===== src/design/igc_pkg.sv =====
// Shared types, constants and helpers for the information gain calculator.
// Used by every module of the block; depends on nothing.
`timescale 1ns / 1ps
`default_nettype none

package igc_pkg;

	localparam int FV_W     = 8;
	localparam int LBL_W    = 8;
	localparam int OUT_W    = 17;
	localparam int NV_W     = 5;
	localparam int NV_RESET = 2;
	localparam int FRAC_LOG = 24;
	localparam int MANT_W   = 31;
	localparam int STEP_W   = 5;
	localparam int QCNT_W   = 5;
	localparam int RND_SH   = 7;
	localparam int SCL_SH   = 8;

	localparam int DEF_MAX_VALUES = 16;
	localparam int DEF_MAX_ROWS   = 65536;
	localparam int DEF_CNT_W      = $clog2(DEF_MAX_ROWS + 1);

	localparam logic [LBL_W-1:0] LABEL_0 = LBL_W'(0);
	localparam logic [LBL_W-1:0] LABEL_1 = LBL_W'(1);

	typedef struct packed {
		logic [FV_W-1:0]  feature_value;
		logic [LBL_W-1:0] class_label;
		logic             last_row;
	} row_t;

	typedef struct packed {
		logic [OUT_W-1:0] information_gain;
		logic [OUT_W-1:0] parent_entropy;
		logic [OUT_W-1:0] rows_seen;
	} res_t;

	typedef enum logic [3:0] {
		ST_IDLE, ST_ROW_WR, ST_PAR_LD, ST_ENT_RD, ST_ENT_LD, ST_LOG_GO, ST_LOG_WT, ST_MUL,
		ST_ACC, ST_NEXT, ST_GAIN, ST_DIVG_GO, ST_DIVG_WT, ST_DIVP_GO, ST_DIVP_WT, ST_DONE
	} ctrl_state_t;

	typedef enum logic [1:0] {LG_IDLE, LG_NORM, LG_SQR} log_state_t;

	typedef enum logic [1:0] {DV_IDLE, DV_CHK, DV_ITER} div_state_t;

	typedef enum logic [1:0] {OP_N, OP_C0, OP_C1} op_sel_t;

	typedef enum logic {DS_GAIN, DS_PAR} div_sel_t;

	typedef struct packed {
		logic     row_rd;
		logic     row_wr;
		logic     par_ld;
		logic     ent_rd;
		logic     ent_ld;
		logic     log_start;
		logic     sel_next;
		logic     mul;
		logic     acc;
		logic     idx_inc;
		logic     gain;
		logic     div_start;
		div_sel_t div_sel;
		logic     emit;
	} cmd_t;

	typedef struct packed {
		logic last_row;
		logic grp_empty;
		logic grp_par;
		logic sel_n;
		logic sel_c1;
		logic log_done;
		logic idx_last;
		logic div_done;
	} stat_t;

	// width of a scaled entropy sum for counts of cnt_w bits
	function automatic int sum_w(input int cnt_w);
		return cnt_w + $clog2(cnt_w) + FRAC_LOG + 1;
	endfunction

endpackage

`default_nettype wire


===== src/design/igc_ctrl.sv =====
// Controller state machine: row accept and write-back, entropy pass over groups, divisions.
// Talks to igc_dp through cmd_t/stat_t from igc_pkg.
`timescale 1ns / 1ps
`default_nettype none

module igc_ctrl (
	input  wire logic            clk,
	input  wire logic            arst_n,
	input  wire logic            start,
	output logic                 busy,
	input  wire igc_pkg::stat_t  stat,
	output igc_pkg::cmd_t        cmd
);
	import igc_pkg::*;

	ctrl_state_t state_q, state_d;

	always_ff @(posedge clk or negedge arst_n) begin
		if (!arst_n) state_q <= ST_IDLE;
		else state_q <= state_d;
	end

	always_comb begin
		state_d     = state_q;
		cmd         = '0;
		cmd.div_sel = DS_GAIN;
		busy        = state_q != ST_IDLE;
		unique case (state_q)
			ST_IDLE: begin
				if (start) begin
					cmd.row_rd = 1'b1;
					state_d    = ST_ROW_WR;
				end
			end
			ST_ROW_WR: begin
				cmd.row_wr = 1'b1;
				state_d    = stat.last_row ? ST_PAR_LD : ST_IDLE;
			end
			ST_PAR_LD: begin
				cmd.par_ld = 1'b1;
				state_d    = ST_LOG_GO;
			end
			ST_ENT_RD: begin
				cmd.ent_rd = 1'b1;
				state_d    = ST_ENT_LD;
			end
			ST_ENT_LD: begin
				cmd.ent_ld = 1'b1;
				state_d    = ST_LOG_GO;
			end
			ST_LOG_GO: begin
				// skip empty subsets
				if (stat.grp_empty) begin
					state_d = ST_NEXT;
				end else begin
					cmd.log_start = 1'b1;
					state_d       = ST_LOG_WT;
				end
			end
			ST_LOG_WT: begin
				if (stat.log_done) begin
					if (stat.sel_n) begin
						cmd.sel_next = 1'b1;
						state_d      = ST_LOG_GO;
					end else begin
						state_d = ST_MUL;
					end
				end
			end
			ST_MUL: begin
				cmd.mul = 1'b1;
				state_d = ST_ACC;
			end
			ST_ACC: begin
				cmd.acc = 1'b1;
				if (stat.sel_c1) begin
					state_d = ST_NEXT;
				end else begin
					cmd.sel_next = 1'b1;
					state_d      = ST_LOG_GO;
				end
			end
			ST_NEXT: begin
				priority if (stat.grp_par) begin
					state_d = ST_ENT_RD;
				end else if (stat.idx_last) begin
					state_d = ST_GAIN;
				end else begin
					cmd.idx_inc = 1'b1;
					state_d     = ST_ENT_RD;
				end
			end
			ST_GAIN: begin
				cmd.gain = 1'b1;
				state_d  = ST_DIVG_GO;
			end
			ST_DIVG_GO: begin
				cmd.div_start = 1'b1;
				cmd.div_sel   = DS_GAIN;
				state_d       = ST_DIVG_WT;
			end
			ST_DIVG_WT: begin
				if (stat.div_done) state_d = ST_DIVP_GO;
			end
			ST_DIVP_GO: begin
				cmd.div_start = 1'b1;
				cmd.div_sel   = DS_PAR;
				state_d       = ST_DIVP_WT;
			end
			ST_DIVP_WT: begin
				if (stat.div_done) state_d = ST_DONE;
			end
			ST_DONE: begin
				cmd.emit = 1'b1;
				state_d  = ST_IDLE;
			end
			default: state_d = ST_IDLE;
		endcase
	end

	a_log_done_wait: assert property (@(posedge clk) disable iff (!arst_n)
		stat.log_done |-> state_q == ST_LOG_WT)
		else $error("log result arrived outside wait state");

	a_div_done_wait: assert property (@(posedge clk) disable iff (!arst_n)
		stat.div_done |-> (state_q == ST_DIVG_WT || state_q == ST_DIVP_WT))
		else $error("quotient arrived outside wait state");

	a_row_wr_after_accept: assert property (@(posedge clk) disable iff (!arst_n)
		state_q == ST_ROW_WR |-> $past(state_q == ST_IDLE && start))
		else $error("row write-back without an accepted item");

endmodule

`default_nettype wire


===== config.mk =====
export PLATFORM = sky130hd
export DESIGN_NAME = igc_ctrl
export DESIGN_NICKNAME = d
export VERILOG_FILES = /design/src/design/igc_pkg.sv /design/src/design/igc_ctrl.sv
export SDC_FILE = /design/constraint.sdc
export NUM_CORES = 1
export LEC_CHECK = 0
export BUFFER_PORTS_ARGS = -buffer_cell sky130_fd_sc_hd__buf_2
export CORE_AREA = 2 2 39 41
export CTS_CLUSTER_SIZE = 12
export DETAILED_ROUTE_END_ITERATION = 10
export DIE_AREA = 0 0 41 43
export PLACE_DENSITY_LB_ADDON = 0.12
export SLEW_MARGIN = 20
export SYNTH_ARGS = -nofsm -noshare
export SYNTH_HDL_FRONTEND = slang
export SYNTH_SLANG_ARGS = --single-unit

===== constraint.sdc =====
create_clock -name clk -period 1.7 [get_ports clk]
set_input_delay 0.34 -clock clk [delete_from_list [all_inputs] [get_ports clk]]
set_output_delay 0.34 -clock clk [all_outputs]
set_load 0.01 [all_outputs]

=== Yosys cells after proc, flatten, opt, wreduce, memory -nomap -nowiden ===
Index checks and enable logic that the tools add are counted.

* Eq/ne operators: 19
* Muxes and demuxes: 31
* Reductions and logical operators: 4

{| class="wikitable"
|+ Operators with widths
! kind !! count
|-
| $pmux 4 s15 || 1
|-
| $eq 4x4->1 const B || 8
|-
| $mux 4 || 8
|-
| $mux 1 || 18
|-
| $eq 4x3->1 const B || 4
|-
| $eq 4x2->1 const B || 2
|-
| $ne 2x2->1 const B || 4
|-
| $eq 4x1->1 const B || 1
|-
| $logic_not 4->1 || 1
|-
| $mux 2 || 2
|-
| $pmux 2 s2 || 1
|-
| $reduce_and 4->1 || 1
|-
| $reduce_bool 4->1 || 1
|-
| $pmux 1 s2 || 1
|-
| $reduce_or 2->1 || 1
|}

* Register bits after elaboration: 4
* Input bits: 11
* Output and inout port bits: 15
* Word-level logic and storage cells: 55

=== Longest topological paths before layout ===
* Word-level depth: 3
* Gate-level depth with buffers: 5
* Mapped depth without buffers: 4

=== Least setup slack after synthesis ===
OpenSTA, ideal clock, no wires.

* Path kind: register -> output
* Start: reg state_q[1]
* End: out cmd[4] in the netlist's numbering
* Arrival: 1.109 ns
* Required time: 1.360 ns
* Slack: 0.251 ns
* Cell stages (with the launch flop): 4
* Path buffers: 1
* Path through: dfrtp_1 -> buf_6 -> nand2b_1 -> nor4_1

{| class="wikitable"
|+ RTL lines
! what !! RTL line !! RTL
|-
| start, declared || igc_ctrl.sv:16 || <nowiki>ctrl_state_t state_q, state_d;</nowiki>
|-
| start signal, assigned || igc_ctrl.sv:20 || <nowiki>else state_q <= state_d;</nowiki>
|-
| end, declared || igc_ctrl.sv:12 || <nowiki>output igc_pkg::cmd_t cmd</nowiki>
|}

==> impl_metrics.ini <==
[outcome]
status = completed

[layout]
diodes = 0
final_cell_mix = buf_2, nor2_1, nand2_1, nor3_1, buf_4
reg_top3 = state_q: 4 flops
n_fill_cell = 152
fin_nets = 105
drive_above_1_share = 0.467
top_register = state_q
area_delta_synth_final_pct = 45.2
layout_commonest_cell = buf_2
seq_area_um2 = 103
largest_register_ffs = 4
fin_cells = 108
utilization = 0.474
multi_input_area_um2 = 315

[clock_tree]
numCtsBuffers = 3
clockBufferDepth = 2
tritoncts = built
htree_levels = 1
path_clk_slew_ps = 40
root_buffer = clkbuf_4
insertion_delay_ps = 240
cts_sinks = 4

[synthesis]
ys_seq_area_frac = 0.222
synthMuxAreaShare = 0.0222
synth_compound_area_frac = 0.263
ys.flop_type = dfrtp_1
synth_top_family_by_area = simple AND/OR/NAND/NOR gates
synth-edff-count = 0
synth.top_cell.area_share = 0.222
ys_warn_count = 0
synth-async-reset-ratio = 1.00
syn_area_um2 = 452
synthSimpleGateAreaFrac = 0.335
synth.distinct_cells = 28
syn_nets = 74
ys_ff_latch = 4
synth_fa_ha_area_frac = 0
synth_xor_area_frac = 0.0194
synth.area.top_cells = dfrtp_1, nor3_1, nor2_1
yosys.area.top_type = dfrtp_1
synth_cells = 63
syn_avg_cell_area_um2 = 7.17

[critical_path]
path_max_fanout = 11
r2r_cells = 5
critPathArrivalTime_ps = 1270
crit_path_end_kind = primary output
r2r_start = state_q[1]$_DFFE_PN0P_
worstSetupStartpoint = state_q[3]$_DFFE_PN0P_
r2r-end = state_q[1]$_DFFE_PN0P_
r2r_slack_ps = 410
startpoint_type = flop
cp-endpoint = cmd[7]
cp.required_ps = 1360
path_class = reg -> out

[min_path]
hold_path_class = in -> reg
min_from = stat[3]

[placement]
port_buffers = 25
place_ws_ps = 222
hpwl_um = 950
place.gp.congestion = 0.815
dp_cells = 103

[timing]
rsz0062_at_grt = yes
max_clock_freq_mhz = 621
skew_ps = 2.65
setup_slack_ps = 89.1
timing.max_slew.rel_slack = 0.814
post-route-min-period_ps = 1610
finalHoldViolations = 0
final-max-slew-violation-count = 0
worst_pin_slew_ps = 277
hold_slack_ps = 361
fin_crit_sh = 0.948
setup_viol = 0

[power]
peakVddDrop_uv = 825
p_int_uw = 598
p_sw_uw = 578
p_per_area_nw_per_um2 = 1790
power_frac_comb = 0.684
switching_share = 0.491
power.share.clock = 0.102
pwr-share-seq = 0.215
power_mw = 1.18
power_leakage_nw = 0.332

[route]
wl_um = 1260
viasPerCell = 5.30
vias = 572
ant_nets = 0
drc = 0
drt_iter0_drc = 24
drt_first_pass_iters = 4
wire_per_inst_um = 11.7

[floorplan]
start_util = 0.326
die_y_um = 43
dieWidth_um = 41
fp.dieArea_um2 = 1760
core_um2 = 1380
rows = 14
num_io_pins = 26

[grt]
grt_pass1_wl_um = 1890
gr-usage-all-layers = 0.160
overflow = 0
grt_max_degree = 12
antenna_found_initial = 0
grt_pass1_vias = 445

[run]
max_cap_violations = 0
[logic make-up after synthesis]
kind of cell,count (synthesis)
AOI/OAI and AO/OA,16
muxes,1
and+or+nand+nor,31
buffers and inverters,10
xor gates and xnor gates,1
DFF,4
[Yosys cell counts (2+ instances only)]
cell	n
nor2_1	8
dfrtp_1	4
inv_1	4
buf_2	2
nor3_1	9
o22ai_1	2
a21oi_1	4
nor2b_1	2
buf_4	2
nand2_1	7
buf_6	2
[final cells by class]
| class | instances | area share |
|---|---|---|
| repair buffers | 32 | 0.275 |
| flip-flops and latches | 4 | 0.156 |
| inverters | 4 | 0.0229 |
| clock buffers | 3 | 0.0344 |
| well taps | 16 | 0.0305 |
| multi-input cells | 49 | 0.481 |
[layer usage]
| metal | wire length, um | share of wire | vias up | global-route usage |
|---|---|---|---|---|
| met1 | 578 | 0.46 | 259 | 0.208 |
| met4 | 0 | 0 | 0 | 0.0600 |
| li1 | - | - | 284 | - |
| met2 | 564 | 0.45 | 29 | 0.222 |
| met5 | 0 | 0 | - | 0 |
| met3 | 120 | 0.095 | 0 | 0.0785 |
[worst max-delay path: stages, from the launching register on]
cell	delay [ps]
dfrtp_2	490
nor2b_2	180
a41oi_1	140
nor2_1	90
buf_2	130
[stage by stage]
stage	setup TNS, ps	area, um^2
after detailed placement	0	587
after global routing	-0.107	656
after global placement	0	587
after floorplan	0	452
after CTS	0	622
final	0	656
[how the worst min path moves through the flow]
stage	end	slack, ps	depth (start not counted)
2_1_floorplan	state_q[0]$_DFFE_PN0P_	40	0
6_report	state_q[3]$_DFFE_PN0P_	360	3
4_1_cts	state_q[3]$_DFFE_PN0P_	340	3
3_5_place_dp	state_q[2]$_DFFE_PN0P_	150	1
3_3_place_gp	state_q[2]$_DFFE_PN0P_	150	1
5_1_grt	state_q[3]$_DFFE_PN0P_	390	3
[power groups by stage]
stage / Sequential, mW / Clock (mW) / Combinational (mW)
3_5_place_dp: 0.242 / 0 / 0.744
5_1_grt: 0.267 / 0.136 / 0.884
3_3_place_gp: 0.241 / 0 / 0.758
2_1_floorplan: 0.171 / 0 / 0.635
4_1_cts: 0.247 / 0.126 / 0.750
6_report: 0.252 / 0.119 / 0.804
[repair_timing]
| item | in CTS | in global routing |
|---|---|---|
| setup endpoints to repair | 3 | 3 |
| setup buffers | 0 | 1 |
| pin swaps | 0 | 0 |
| hold endpoints to repair | 4 | 0 |
| cloned | 0 | 0 |
| gates resized for setup | 2 | 6 |
| hold buffers | 1 | 0 |
Power figures use the tool's default switching activity.
